$ cat config.mk
export PLATFORM = sky130hd
export DESIGN_NAME = cspt_limit_unit
export DESIGN_NICKNAME = d
export VERILOG_FILES = /design/src/sv/cspt_pkg.sv /design/src/sv/cspt_serial_mul.sv /design/src/sv/cspt_limit_unit.sv
export SDC_FILE = /design/constraint.sdc
export NUM_CORES = 1
export LEC_CHECK = 0
export ABC_AREA = 1
export BUFFER_PORTS_ARGS = -buffer_cell sky130_fd_sc_hd__buf_2
export CORE_UTILIZATION = 35
export DETAILED_ROUTE_END_ITERATION = 12
export GPL_TIMING_DRIVEN = 1
export HOLD_SLACK_MARGIN = 0.12
export PLACE_DENSITY = 0.51
export SYNTH_ARGS = -nofsm -noshare
export SYNTH_HDL_FRONTEND = slang
export SYNTH_SLANG_ARGS = --single-unit
$ cat constraint.sdc
create_clock -name clk -period 29.3 [get_ports clk]
set_input_delay 0 -clock clk [delete_from_list [all_inputs] [get_ports clk]]
set_output_delay 0 -clock clk [all_outputs]
set_load 0.1 [all_outputs]
$ cat src/sv/cspt_pkg.sv
`timescale 1ns / 1ps
package cspt_pkg;
	localparam int unsigned DIV_W = 52;
	localparam int unsigned DEN_W = 33;
	localparam int unsigned SQ_W = 58;
	localparam logic [15:0] SPEED_RESET = 16'd2511;
	localparam logic [16:0] SAFETY_RESET = 17'd65536;
	localparam logic [0:0] REG_SPEED = 1'b0;
	localparam logic [0:0] REG_SAFETY = 1'b1;
	localparam logic FUNC_RECORD = 1'b0;
	localparam logic FUNC_QUERY = 1'b1;
	localparam logic [31:0] RADIUS_MAX = 32'hFFFF_FFFF;
	localparam logic [15:0] LIMIT_MAX = 16'hFFFF;

	typedef struct packed {
		logic [15:0] speed;
		logic [16:0] safety;
	} cspt_cfg_t;
endpackage

$ cat src/sv/cspt_serial_mul.sv
`timescale 1ns / 1ps
// Shift-and-add multiplier: one bit of b per cycle.
module cspt_serial_mul import cspt_pkg::*; #(
	parameter int unsigned A_W = 32,
	parameter int unsigned B_W = 32
) (
	input  logic                 clk,
	input  logic                 arst_n,
	input  logic                 start,
	input  logic [A_W-1:0]       a,
	input  logic [B_W-1:0]       b,
	output logic                 done,
	output logic [A_W+B_W-1:0]   prod
);
	localparam int unsigned CW = $clog2(B_W + 1);
	logic [CW-1:0] cnt_q;
	logic busy_q;
	logic [A_W+B_W-1:0] acc_q;
	logic [A_W+B_W-1:0] a_sh_q;
	logic [B_W-1:0] b_q;

	assign prod = acc_q;

	// Each cycle adds the shifted multiplicand when the low bit of b is set.
	always_ff @(posedge clk or negedge arst_n) begin
		if (!arst_n) begin
			busy_q <= 1'b0;
			done <= 1'b0;
			cnt_q <= '0;
		end else begin
			done <= 1'b0;
			if (start) begin
				busy_q <= 1'b1;
				cnt_q <= '0;
				acc_q <= '0;
				a_sh_q <= {{B_W{1'b0}}, a};
				b_q <= b;
			end else if (busy_q) begin
				if (b_q[0]) acc_q <= acc_q + a_sh_q;
				a_sh_q <= a_sh_q << 1;
				b_q <= b_q >> 1;
				cnt_q <= cnt_q + 1'b1;
				if (cnt_q == CW'(B_W - 1)) begin
					busy_q <= 1'b0;
					done <= 1'b1;
				end
			end
		end
	end
endmodule

$ cat src/sv/cspt_limit_unit.sv
`timescale 1ns / 1ps
// Velocity limit: serial products, a restoring divider and a bitwise root.
module cspt_limit_unit import cspt_pkg::*; (
	input  logic        clk,
	input  logic        arst_n,
	input  logic        start,
	input  cspt_cfg_t   cfg,
	input  logic [15:0] d,
	input  logic [15:0] w,
	input  logic [15:0] t,
	output logic        done,
	output logic [15:0] limit
);
	typedef enum logic [2:0] {
		S_IDLE, S_DEN, S_NUM, S_DIV, S_SQ, S_ROOT, S_SAFE
	} state_t;
	state_t state_q;

	logic [16:0] mag;
	assign mag = w[15] ? (17'h10000 - {1'b0, w}) : {1'b0, w};

	logic m_start_q, m_done;
	logic [31:0] m_a_q;
	logic [31:0] m_b_q;
	logic [63:0] m_p;
	cspt_serial_mul #(.A_W(32), .B_W(32)) u_mul (
		.clk(clk), .arst_n(arst_n), .start(m_start_q), .a(m_a_q), .b(m_b_q),
		.done(m_done), .prod(m_p)
	);

	logic [DEN_W-1:0] den_q;
	logic [DIV_W-1:0] quo_q;
	logic [DEN_W:0] rem_q;
	logic [5:0] cnt_q;
	logic [SQ_W+1:0] x_q;
	logic [29:0] root_q;
	logic [31:0] rrem_q;

	logic [DEN_W:0] rem_sh;
	assign rem_sh = {rem_q[DEN_W-1:0], quo_q[DIV_W-1]};
	logic [31:0] trial;
	logic [31:0] rrem_sh;
	assign rrem_sh = {rrem_q[29:0], x_q[SQ_W+1:SQ_W]};
	assign trial = {root_q, 2'b01};

	// Sequencer: each step runs to completion before the next; the product steps share one serial multiplier.
	always_ff @(posedge clk or negedge arst_n) begin
		if (!arst_n) begin
			state_q <= S_IDLE;
			done <= 1'b0;
			m_start_q <= 1'b0;
		end else begin
			done <= 1'b0;
			m_start_q <= 1'b0;
			unique case (state_q)
				S_IDLE: if (start) begin
					m_a_q <= {15'd0, mag};
					m_b_q <= {16'd0, t};
					m_start_q <= 1'b1;
					state_q <= S_DEN;
				end
				S_DEN: if (m_done) begin
					den_q <= m_p[DEN_W-1:0];
					m_a_q <= {16'd0, d};
					m_b_q <= 32'd4096000000;
					m_start_q <= 1'b1;
					state_q <= S_NUM;
				end
				S_NUM: if (m_done) begin
					quo_q <= m_p[DIV_W-1:0];
					rem_q <= '0;
					cnt_q <= '0;
					state_q <= S_DIV;
				end
				// Restoring division, one quotient bit per cycle.
				S_DIV: begin
					if (den_q == '0) begin
						m_a_q <= RADIUS_MAX;
						m_b_q <= {16'd0, cfg.speed} * 32'd1000;
						m_start_q <= 1'b1;
						state_q <= S_SQ;
					end else begin
						if (rem_sh >= {1'b0, den_q}) begin
							rem_q <= rem_sh - {1'b0, den_q};
							quo_q <= {quo_q[DIV_W-2:0], 1'b1};
						end else begin
							rem_q <= rem_sh;
							quo_q <= {quo_q[DIV_W-2:0], 1'b0};
						end
						cnt_q <= cnt_q + 1'b1;
						if (cnt_q == 6'(DIV_W - 1)) state_q <= S_SQ;
					end
				end
				// After the division the count stands at the quotient width.
				S_SQ: begin
					if (!m_start_q && cnt_q == 6'(DIV_W)) begin
						m_a_q <= (quo_q[DIV_W-1:32] != '0) ? RADIUS_MAX : quo_q[31:0];
						m_b_q <= {16'd0, cfg.speed} * 32'd1000;
						m_start_q <= 1'b1;
						cnt_q <= '0;
					end else if (m_done) begin
						x_q <= {4'd0, m_p[63:8]};
						root_q <= '0;
						rrem_q <= '0;
						cnt_q <= '0;
						state_q <= S_ROOT;
					end
				end
				// Digit-by-digit root, two radicand bits per cycle.
				S_ROOT: begin
					if (rrem_sh >= trial) begin
						rrem_q <= rrem_sh - trial;
						root_q <= {root_q[28:0], 1'b1};
					end else begin
						rrem_q <= rrem_sh;
						root_q <= {root_q[28:0], 1'b0};
					end
					x_q <= x_q << 2;
					cnt_q <= cnt_q + 1'b1;
					if (cnt_q == 6'd29) state_q <= S_SAFE;
				end
				// After the root the count stands at the root width.
				S_SAFE: begin
					if (!m_start_q && cnt_q == 6'd30) begin
						m_a_q <= {2'b00, root_q};
						m_b_q <= {15'd0, cfg.safety};
						m_start_q <= 1'b1;
						cnt_q <= '0;
					end else if (m_done) begin
						limit <= (m_p[63:32] != '0) ? LIMIT_MAX : m_p[31:16];
						done <= 1'b1;
						state_q <= S_IDLE;
					end
				end
				default: state_q <= S_IDLE;
			endcase
		end
	end
endmodule

# ---- Word level (Yosys, flattened, before mapping)
# Index checks and enable logic that the tools add are counted.
dict set report op_classes {
  n_lt_le_gt_ge 2
  mul 1
  eq_ne 24
  n_reduce_logical 20
  add_sub_neg 6
  bitwise 1
  muxes 71
}
# operator n
set ops {}
lappend ops {{32-bit 2-to-1 mux} 14}
lappend ops {{32-bit case mux with 5 select lines} 2}
lappend ops {{64-bit 2-to-1 mux} 3}
lappend ops {{30-bit 2-to-1 mux} 5}
lappend ops {{60-bit 2-to-1 mux} 2}
lappend ops {{30-bit case mux with 2 select lines} 2}
lappend ops {{60-bit case mux with 2 select lines} 1}
lappend ops {{52-bit 2-to-1 mux} 2}
lappend ops {{52-bit case mux with 2 select lines} 1}
lappend ops {{33-bit 2-to-1 mux} 3}
lappend ops {{33-bit case mux with 2 select lines} 1}
lappend ops {{64-bit adder} 1}
lappend ops {{6-bit 2-to-1 mux} 6}
lappend ops {{34-bit by 33-bit greater-or-equal comparator with 1-bit output} 1}
lappend ops {{33-bit zero test} 1}
lappend ops {{33-bit subtractor} 1}
lappend ops {{32-bit greater-or-equal comparator} 1}
lappend ops {{32-bit nonzero test} 1}
lappend ops {{3-bit 2-to-1 mux} 10}
lappend ops {{6-bit case mux with 5 select lines} 1}
lappend ops {{30-bit subtractor} 1}
lappend ops {{16-bit by 7-bit multiplier with 23-bit output, second input constant} 1}
lappend ops {{3-bit case mux with 7 select lines} 1}
lappend ops {{20-bit nonzero test} 1}
lappend ops {{other kinds (24)} 62}
dict set report word_totals {
  regBits 497
  word_cells 145
  in_bits 84
  output_inout_bits 17
}

# ---- Longest topological paths before layout
# Gate-level depths: netlist of the first run.
dict set report logic_depth {
  ltp_word 4
  depth_mapped 18
  ltp_nobuf 18
}

# ---- Modules after synthesis
# Synthesis of the first run repeated with hierarchy kept, for this count alone.
dict set report hier_totals {
  hier_cells 4884
  area_unflattened_um2 36181.0
}
# module cells_each instances area_each_um2 seq_area_each_um2
set modules_own_cells {}
lappend modules_own_cells {cspt_limit_unit 2855 1 22755.6 9704.3}
lappend modules_own_cells {cspt_serial_mul 2029 1 13425.4 5004.8}

# ---- Worst setup path before layout of the first run
# Ideal clock, no wire load.
dict set report synth_timing {
  kind {reg2reg}
  startpoint {register state_q[1]}
  endpoint {register root_q[0], enable pin}
  n_path_buf 2
  stages_incl_launch_ff 8
  required_ns 28.523
  t_arrival_ns 9.880
  slack_ns 18.644
  period_less_slack_ns 10.656
  setup_time_ns 0.777
  path_cell_list {dfrtp_1 -> inv_1 -> nand2_1 -> nor2_1 -> buf_2 -> buf_2 -> a21oi_1 -> a211oi_1}
}
dict set report synth_between {
  elab_chain_cells 3
  elab_cells_between_ends 6
  classes_between {eq/ne: 4; reduce/logical: 2}
}
# element line_no
set synth_rtl {}
lappend synth_rtl {{start: declaration} cspt_limit_unit.sv:17} ;# state_t state_q;
lappend synth_rtl {{start signal: assignment} cspt_limit_unit.sv:49} ;# state_q <= S_IDLE;
lappend synth_rtl {{start signal: assignment} cspt_limit_unit.sv:60} ;# state_q <= S_DEN;
lappend synth_rtl {{start signal: assignment} cspt_limit_unit.sv:67} ;# state_q <= S_NUM;
lappend synth_rtl {{3-bit equality test} cspt_limit_unit.sv:55} ;# unique case (state_q)
lappend synth_rtl {{2-bit by 1-bit inequality test with 1-bit output (no line) (tied with other cells)} -}
lappend synth_rtl {{4-bit AND reduction (no line) *} -}
lappend synth_rtl {{end signal: assignment} cspt_limit_unit.sv:113} ;# root_q <= {root_q[28:0], 1'b1};
lappend synth_rtl {{end signal: assignment} cspt_limit_unit.sv:116} ;# root_q <= {root_q[28:0], 1'b0};
lappend synth_rtl {{end: declaration} cspt_limit_unit.sv:36} ;# logic [29:0] root_q;
# Mark *: on every way between the ends. The rest lies on a longest branch, timed or not.
# A chain may end at the register's enable or synchronous reset.

# ---- Final worst setup path of the first run
dict set report layout_timing {
  startpoint {register state_q[2]}
  endpoint {register m_b_q[10] (data pin)}
}
dict set report layout_between {
  elab_chain_cells 2
  elab_cells_between_ends 6
  classes_between {eq/ne: 4; mux: 1; reduce/logical: 1}
}
# element line_no
set layout_rtl {}
lappend layout_rtl {{3-bit equality test (tied with other cells)} cspt_limit_unit.sv:55}
lappend layout_rtl {{32-bit case mux with 5 select lines *} cspt_limit_unit.sv:55}
lappend layout_rtl {{end signal: assignment} cspt_limit_unit.sv:58} ;# m_b_q <= {16'd0, t};
lappend layout_rtl {{end signal: assignment} cspt_limit_unit.sv:79} ;# m_b_q <= {16'd0, cfg.speed} * 32'd1000;
lappend layout_rtl {{end signal: assignment} cspt_limit_unit.sv:98} ;# m_b_q <= {16'd0, cfg.speed} * 32'd1000;
lappend layout_rtl {{end: declaration} cspt_limit_unit.sv:24} ;# logic [31:0] m_b_q;
# Marked as above.

==> flow_summary.toml, run 1 <==
[placement]
port_buffers = 100
dp_cells = 5785
routabilityCongestion = 0.977
dp.final_hpwl_um = 82200
dp_slack_ns = 25.15

[cts]
cts_tree = "done"
ctsHoldBuffers = 73
clock_sinks = 492
numCtsBuffers = 60
cts_resized = 0
clk_pin_slew_ns = 0.06
cts_setup_buffers = 0
cts-root-buf = "clkbuf_16"
cts_buffer_depth = 3
clk_latency_ns = 0.67
htree_levels = 2

[synth]
synth_top_cell_by_area = "edfxtp_1"
netlist.area_leader.share = 0.417
syn_avg_cell_area_um2 = 7.66
synthTopCellsByArea = "edfxtp_1 42%, nand2_1 15%, inv_1 8.6%"
ys_seq_elements = 492
synth_area_mm2 = 0.0345
synth_edf_count = 479
yosysSeqAreaShare = 0.426
async_flop_share = 0.0264
yosys_warnings = 0
syn_inst = 4500
syn_nets = 4827
synth_cell_types = 51
ys.flop_type = "edfxtp_1"

[worst_hold_path]
hp-class = "input pin to register"
holdPathStages = 3
hp-start = "cfg[2]"
hold_end = "m_b_q[2]"

[floorplan]
initial_core_util = 0.355
die_h_um = 316
die_w_um = 316
dieArea_mm2 = 0.0998
ioPinCount = 101
coreArea_mm2 = 0.0971
row_count = 114

[sta]
fmax_mhz = 237
tightest_slew_ns = 1.22
finalHoldViolCount = 0
skew_ns = 0.0344
tns_ns = 0
slew-limit-headroom = 0.184
layout_setup_ws_ns = 25.08
drv_slew = 0
finalSetupViolations = 0
rsz0062_at_grt = "no"
fin_crit_ns = 4.22
period_share = 0.144

[worst_setup_path]
cp-end-kind = "register"
r2r_slack_ns = 25.08
cp_slowest_cell = "nand2_1"
rr_endpoint = "m_b_q[10]"
start_kind = "register"
worstPathRequired_ns = 29.81
cp_cell_sequence = "inv_2 -> nand3_2 -> nand2_1 -> inv_1 -> a21oi_1 -> o21ai_0 -> nand3_1 -> dlygate4sd3_1"
reg2reg_depth = 8
cpPeakStageDelay_ns = 0.98
critPathLaunch = "state_q[2]"
cp_top_family = "simple AND/OR/NAND/NOR gates"
crit_path_max_fanout = 26
cp_num_buf_inv = 3
r2r_start = "state_q[2]"
path_class = "register to register"
critPathArrivalTime_ns = 4.73

[grt]
antenna_found_initial = 2
grt_overflow = 0
gr-usage-all-layers = 0.218
grt_pass1_wl_um = 168000
grt_max_degree = 138
grt_pass1_vias = 28900

[routing]
drc = 0
firstDrtPassIters = 5
drt-total-wl_um = 108000
antenna_left = 0
post_drt_via_cell_ratio = 4.90
dr_total_vias = 29300
post_drt_wl_per_cell_um = 18.0
dr.first_iter.drc_count = 2074

[final_layout]
layout_common_cells = "1,421 x nand2_1, 790 x inv_1, 479 x edfxtp_1"
drive_gt1_frac = 0.0560
syn2layout_area_growth_pct = 13.1
nNetsFinal = 4971
stdcell_count = 5973
layout_commonest_cell = "nand2_1"
fillers = 10200

[power]
peakVddDrop_mv = 0.0512
leakagePower_nw = 18.2
cellPowerDensity_mw_per_mm2 = 97.0

[job]
maxCapViolCount = 0

[status]
outcome = "finished clean"
==> cells by family after synthesis <==
| group | Yosys count | synth area share |
|---|---|---|
| AO/OA/AOI/OAI | 584 | 0.0923 |
| XOR/XNOR | 84 | 0.0213 |
| adder cells (fa/ha/maj) | 243 | 0.100 |
| buffers and inverters | 909 | 0.101 |
| flip-flops | 492 | 0.426 |
| AND/OR/NAND/NOR | 2188 | 0.258 |
==> Yosys cell counts, types with 7 or more instances <==
cell	instances
nand3b_1	31
o22ai_1	33
nor3_1	39
clkbuf_1	64
buf_1	21
o211ai_1	22
nand3_1	179
nor4_1	19
ha_1	187
fa_1	56
nor2_1	421
dfrtp_1	13
o21bai_1	8
nand2_1	1423
xor2_1	64
a21oi_1	219
buf_2	19
inv_1	790
edfxtp_1	479
xnor2_1	20
buf_6	7
o21ai_0	238
o21ai_1	13
nand4_1	47
a31oi_1	9
==> flip-flops by register name, summed over array words and instances, names as in the netlist <==
signal and count:
m_a_q 32, done 1, u_mul.busy_q 1, root_q 30, u_mul.a_sh_q 64, m_start_q 1, quo_q 52, rrem_q 30
u_mul.cnt_q 6, limit 16, rem_q 33, u_mul.done 1, cnt_q 6, m_b_q 27, u_mul.b_q 32, state_q 3
x_q 60, den_q 33, u_mul.prod 64
==> power breakdown <==
group / total (mW) / internal (mW) / leakage [nW] / switching (mW)
Combinational: 1.87 / 0.605 / 12.6 / 1.26
Clock: 0.734 / 0.417 / 0.928 / 0.317
Sequential: 1.19 / 1.06 / 4.69 / 0.125
Total: 3.79 / 2.08 / 18.2 / 1.70
==> stage by stage <==
step,cell area (um2),utilization,power (mW),hold WS [ns]
floorplan,34500,-,2.44,-0.296
global placement,36300,0.374,3.00,0.0316
detailed placement,36300,0.374,3.01,0.0356
CTS,39000,0.402,3.81,0.135
global route,39000,0.402,4.10,0.174
finish,39000,0.402,3.79,0.186
==> cell type report <==
class	count	area [um2]	area share
antenna	1	2.50	0.0000641
clock buffer	86	1670	0.0428
multi-input combinational	3099	16400	0.419
timing repair buffer	195	1410	0.0362
clock inverter	28	268	0.00686
sequential	492	14700	0.377
tap	1276	1600	0.0409
inverter	796	2990	0.0767
==> layer usage <==
metal	GRT usage	routed length [um]	vias to the layer above	part of all wire
li1	-	-	14800	-
met4	0.0670	3160	0	0.029
met2	0.350	48300	529	0.45
met3	0.0182	3780	151	0.035
met5	0	0	-	0
met1	0.311	52300	13800	0.49
==> worst reg2reg max path, stage by stage (launching register included) <==
cell           delay [ns]
dfrtp_1              0.47
inv_2                0.18
nand3_2              0.70
nand2_1              0.99
inv_1                0.54
a21oi_1              0.23
o21ai_0              0.22
nand3_1              0.16
dlygate4sd3_1        0.58
==> how the worst max path moves through the flow <==
stage	cells after the start	slack, ns	end
floorplan	7	18.64	root_q[0]
global placement	17	25.16	m_b_q[22]
detailed placement	15	25.15	m_b_q[15]
CTS	8	25.12	m_b_q[10]
global route	15	24.94	m_b_q[15]
finish	8	25.08	m_b_q[10]
(Power assumes the default switching activity.)
==> run 2: changes to the inputs <==
ABC_AREA = 0   (was 1)
PLACE_DENSITY = 0.53   (was 0.51)
clock period = 3.8 ns   (was 29.3 ns; I/O delays follow)
==> flow_summary.toml, run 2 <==
[synth]
netlist.area_leader.share = 0.454
yosysSeqAreaShare = 0.464
syn_avg_cell_area_um2 = 9.76
ys_seq_elements = 492
synth_cell_types = 85
syn_inst = 3246
synthTopCellsByCount = "587 x nand2_1, 479 x edfxtp_1, 270 x nor2_1, 227 x a21oi_1, 187 x ha_1"
ys.flop_type = "edfxtp_1"
synth_top_cell_by_area = "edfxtp_1"
synth_area_mm2 = 0.0317
yosysMostFrequentCell = "nand2_1"
syn_nets = 3573
async_flop_share = 0.0264
synthTopCellsByArea = "edfxtp_1 45%, ha_1 7.4%, nand2_1 7.0%"
yosys_warnings = 0
synth_edf_count = 479

[cts]
clk_pin_slew_ns = 0.06
htree_levels = 2
clock_sinks = 492
cts-root-buf = "clkbuf_16"
numCtsBuffers = 57
cts_buffer_depth = 3
cts_tree = "done"
clk_latency_ns = 0.62

[power]
p_sw_mw = 11.7
leakagePower_nw = 15.7
peakVddDrop_mv = 0.338
power_frac_seq = 0.308
power_mw = 29.1
cellPowerDensity_mw_per_mm2 = 774
p_int_mw = 17.4
combPwrFrac = 0.507
pwr-share-clk = 0.185
swShare = 0.402

[grt]
gr-usage-all-layers = 0.194
grt_max_degree = 115
grt_pass1_vias = 24100
grt_pass1_wl_um = 139000
antenna_found_initial = 11
grt_overflow = 0

[floorplan]
ioPinCount = 101
die_h_um = 303
coreArea_mm2 = 0.0891
initial_core_util = 0.356
die_w_um = 303
row_count = 109
dieArea_mm2 = 0.0918

[worst_setup_path]
cpPeakStageDelay_ns = 0.50
cp-end-kind = "register"
cp_slowest_cell = "or4_1"
critPathArrivalTime_ns = 4.02
cp_top_family = "compound AO/OA/AOI/OAI gates"
worstPathRequired_ns = 4.15
path_depth = 13
reg2reg_depth = 13
cp_cell_sequence = "ha_1 -> buf_4 -> nand2_1 -> o21ai_0 -> a211oi_2 -> a311oi_2 -> buf_4 -> nor4_2 -> buf_4 -> o31ai_4 -> nand4_2 -> a41o_1 -> or4_1"
path_class = "register to register"
start_kind = "register"
cp_num_buf_inv = 3
crit_top_cell = "buf_4"
crit_path_max_fanout = 5

[placement]
dp.final_hpwl_um = 65300
place_area_mm2 = 0.0348
port_buffers = 100
routabilityCongestion = 0.924
dp_cells = 4545

[job]
maxCapViolCount = 0

[sta]
tightest_slew_ns = 0.947
tns_ns = 0
fin_crit_ns = 3.67
drv_slew = 0
finalSetupViolations = 0
finalHoldViolCount = 0
period_share = 0.965
slew-limit-headroom = 0.366
skew_ns = 0.0226
fmax_mhz = 273

[final_layout]
stdcell_count = 4736
layout_commonest_cell = "nand2_1"
nNetsFinal = 3844
drive_gt1_frac = 0.137
design_area_mm2 = 0.0375
fin_util = 0.421
layout_common_cells = "584 x nand2_1, 479 x edfxtp_1, 269 x nor2_1"
syn2layout_area_growth_pct = 18.4

[routing]
antenna_left = 0
drt-total-wl_um = 88900
drc = 0
dr.first_iter.drc_count = 1881
post_drt_wl_per_cell_um = 18.8
firstDrtPassIters = 5
dr_total_vias = 24800
post_drt_via_cell_ratio = 5.23

[status]
outcome = "finished clean"

[worst_hold_path]
hp-class = "input pin to register"
holdPathStages = 6
[run 2: stage by stage]
stage                     hold slack [ns]  worst slack [ns]
after floorplan                    -0.296             -1.45
after global routing                0.184           -0.0309
after global placement            -0.0194            -0.391
after CTS                           0.131            0.0496
after detailed placement          -0.0141            -0.408
final                               0.163             0.132
[run 2: cell type report]
cell class                 instances  area [um2]
fill                            8722       51500
multi-input combinational       2409       16000
sequential                       492       14700
timing repair buffer             369        2860
clock buffer                      61        1480
tap                             1165        1460
inverter                         188         724
clock inverter                    43         308
antenna                            9        22.5
[run 2: cells by family after synthesis]
family                   Yosys count  share of synthesized area
AND/OR/NAND/NOR                 1174                      0.162
AO/OA/AOI/OAI                    752                      0.151
flip-flops                       492                      0.464
buffers and inverters            345                     0.0418
adder cells (fa/ha/maj)          243                      0.109
XOR/XNOR                         136                     0.0376
multiplexers                     104                     0.0340
[run 2: path summary, 6_finish.rpt]
kind	startpoint	end	slack, ns
hold / removal	cfg[19]	m_b_q[5]	0.16
min in group asynchronous	arst_n	u_mul.cnt_q[1]	0.31
setup / recovery	u_mul.a_sh_q[13]	u_mul.prod[63]	0.13
setup reg to reg	u_mul.a_sh_q[13]	u_mul.prod[63]	0.13
hold reg to reg	x_q[21]	x_q[23]	0.50
max in group asynchronous	arst_n	m_start_q	2.56
[run 2: layer usage]
| layer | wire length (um) | global-route usage | vias up |
|---|---|---|---|
| li1 | - | - | 12200 |
| met1 | 43100 | 0.277 | 11900 |
| met2 | 40300 | 0.308 | 477 |
| met3 | 3540 | 0.0229 | 106 |
| met4 | 1980 | 0.0519 | 0 |
| met5 | 0 | 0 | - |
[run 2: what timing repair did]
action                                  4_1_cts  5_1_grt
gates resized for setup                       2       20
pin swaps                                     0        4
endpoints found under the setup margin        2       10
hold endpoints to repair                     85        1
hold buffers                                 76        1
buffers inserted                              0        2
[run 2: worst register-to-register path, stage by stage, from the launching register on]
cell	delay [ns]
edfxtp_1	0.41
ha_1	0.36
buf_4	0.16
nand2_1	0.08
o21ai_0	0.30
a211oi_2	0.14
a311oi_2	0.22
buf_4	0.18
nor4_2	0.06
buf_4	0.16
o31ai_4	0.35
nand4_2	0.20
a41o_1	0.28
or4_1	0.50
[run 2: power groups by stage]
stage	clock network, mW	logic, mW	registers (mW)
after floorplan	0	9.76	8.74
after CTS	5.51	14.6	8.94
after global placement	0	14.1	9.03
final	5.37	14.7	8.95
after global routing	5.69	16.4	9.08
after detailed placement	0	14.1	9.04
==> run 3: changes to the inputs <==
BUFFER_PORTS_ARGS = not set   (was -buffer_cell sky130_fd_sc_hd__buf_2)
DONT_BUFFER_PORTS = 1   (was not set)
PLACE_DENSITY = 0.52   (was 0.53)
==> flow_summary.toml, run 3 (synthesized netlist as in run 2, its figures left out) <==
[sta]
tightest_slew_ns = 1.06
finalSetupViolations = 0
finalHoldViolCount = 0
layout_setup_ws_ns = 0.128
rsz0062_at_grt = "no"
slew-limit-headroom = 0.290
fmax_mhz = 272
skew_ns = 0.0203
holdWs_ns = 0.183
drv_slew = 0
period_share = 0.966
fin_crit_ns = 3.67

[cts]
cts-root-buf = "clkbuf_16"
clk_pin_slew_ns = 0.06
clock_sinks = 492
htree_levels = 2
cts_tree = "done"
numCtsBuffers = 59
cts_buffer_depth = 3
clk_latency_ns = 0.64

[placement]
port_buffers = 0
dp_slack_ns = -0.267
routabilityCongestion = 0.910
dp.final_hpwl_um = 64400

[worst_setup_path]
worstPathRequired_ns = 4.17
critPathArrivalTime_ns = 4.04
rr_endpoint = "u_mul.prod[63]"
cp-end-kind = "register"
r2r_slack_ns = 0.13
reg2reg_depth = 13
crit_path_max_fanout = 4
start_kind = "register"
path_class = "register to register"
r2r_start = "u_mul.a_sh_q[12]"

[final_layout]
nNetsFinal = 3744
drive_gt1_frac = 0.109
layout_commonest_cell = "nand2_1"
layout_common_cells = "584 x nand2_1, 479 x edfxtp_1, 269 x nor2_1"
syn2layout_area_growth_pct = 17.2

[routing]
drt-total-wl_um = 89500
post_drt_wl_per_cell_um = 19.3
dr.first_iter.drc_count = 1663
drc = 0
firstDrtPassIters = 5
antenna_left = 0
dr_total_vias = 24600
post_drt_via_cell_ratio = 5.31

[grt]
gr-usage-all-layers = 0.195
grt_overflow = 0
grt_pass1_wl_um = 140000
grt_pass1_vias = 24200
grt_max_degree = 121
antenna_found_initial = 5

[floorplan]
die_w_um = 303
ioPinCount = 101
coreArea_mm2 = 0.0891
dieArea_mm2 = 0.0918
row_count = 109
initial_core_util = 0.356
die_h_um = 303

[power]
cellPowerDensity_mw_per_mm2 = 799
leakagePower_nw = 15.4
peakVddDrop_mv = 0.389

[worst_hold_path]
holdPathStages = 6
hp-start = "cfg[31]"
hold_end = "m_b_q[25]"
hp-class = "input pin to register"

[job]
maxCapViolCount = 0

[status]
outcome = "finished clean"
run 3: cell count changes in the layout (fill, tap and decap cells not counted), moves of 3 or more:
cell           previous run  this run
buf_2                    99         0
clkinv_1                 19         9
clkbuf_1                  2        11
clkinvlp_4               15         6
diode_2                   9         2
buf_4                   182       176
bufinv_16                 3         9
dlygate4sd3_1            76        81
buf_12                   12         8
clkbuf_8                  0         4
ha_1                    175       179
clkinv_2                  8        11
ha_2                      5         2
run 3: report_power, final:
group | switching (mW) | internal (mW)
registers | 0.917 | 8.05
clock network | 2.36 | 3.56
logic | 8.48 | 6.32
run 3: critical path, stage by stage, from the launching register on:
cell and delay (ns):
edfxtp_1 0.46, ha_1 0.36, a21oi_1 0.12, o21ai_0 0.24
a211oi_1 0.11, buf_4 0.15, a311oi_2 0.26, buf_4 0.17
nor4_2 0.05, buf_4 0.16, o31ai_4 0.32, nand4_2 0.19
a41o_1 0.29, or4_1 0.52
run 3: worst max-delay path by stage:
stage / start / end / slack [ns]
2_1_floorplan: cnt_q[1] / root_q[0] / -1.45
3_3_place_gp: cfg[20] / m_b_q[20] / -0.22
3_5_place_dp: cfg[19] / m_b_q[20] / -0.27
4_1_cts: u_mul.a_sh_q[7] / u_mul.prod[63] / 0.04
5_1_grt: cfg[19] / m_b_q[14] / 0.009
6_report: u_mul.a_sh_q[12] / u_mul.prod[63] / 0.13
run 3: layout make-up:
class / count / area (um2)
fillers: 8683 / 51900
multi-input cells: 2409 / 15900
flip-flops and latches: 492 / 14700
repair buffers: 267 / 2330
clock buffers: 75 / 1600
well taps: 1165 / 1460
inverters: 188 / 724
clock inverters: 32 / 397
diodes: 2 / 5.00
run 3: routing by layer:
| layer | up-vias | routed length [um] | global-route usage |
|---|---|---|---|
| li1 | 12000 | - | - |
| met1 | 12000 | 42500 | 0.275 |
| met2 | 516 | 40700 | 0.313 |
| met3 | 115 | 4140 | 0.0270 |
| met4 | 4 | 2090 | 0.0513 |
| met5 | - | 26 | 0 |
run 3: what timing repair did:
action,4_1_cts,5_1_grt
setup buffers,0,1
hold buffers,82,1
gates resized for setup,0,19
endpoints found under the setup margin,0,12
endpoints found under the hold margin,359,1
run 3: per-stage QoR:
step	std cells	power (mW)	cell area (um2)	TNS (ns)	util
6_report	4630	29.7	37200	0	0.417
5_1_grt	4630	31.9	37200	0	0.417
4_1_cts	4626	29.7	37100	0	0.416
3_5_place_dp	4437	23.2	34200	-2.28	0.384
3_3_place_gp	4437	23.2	34200	-1.57	0.384
2_1_floorplan	3246	18.5	31900	-174.21	-
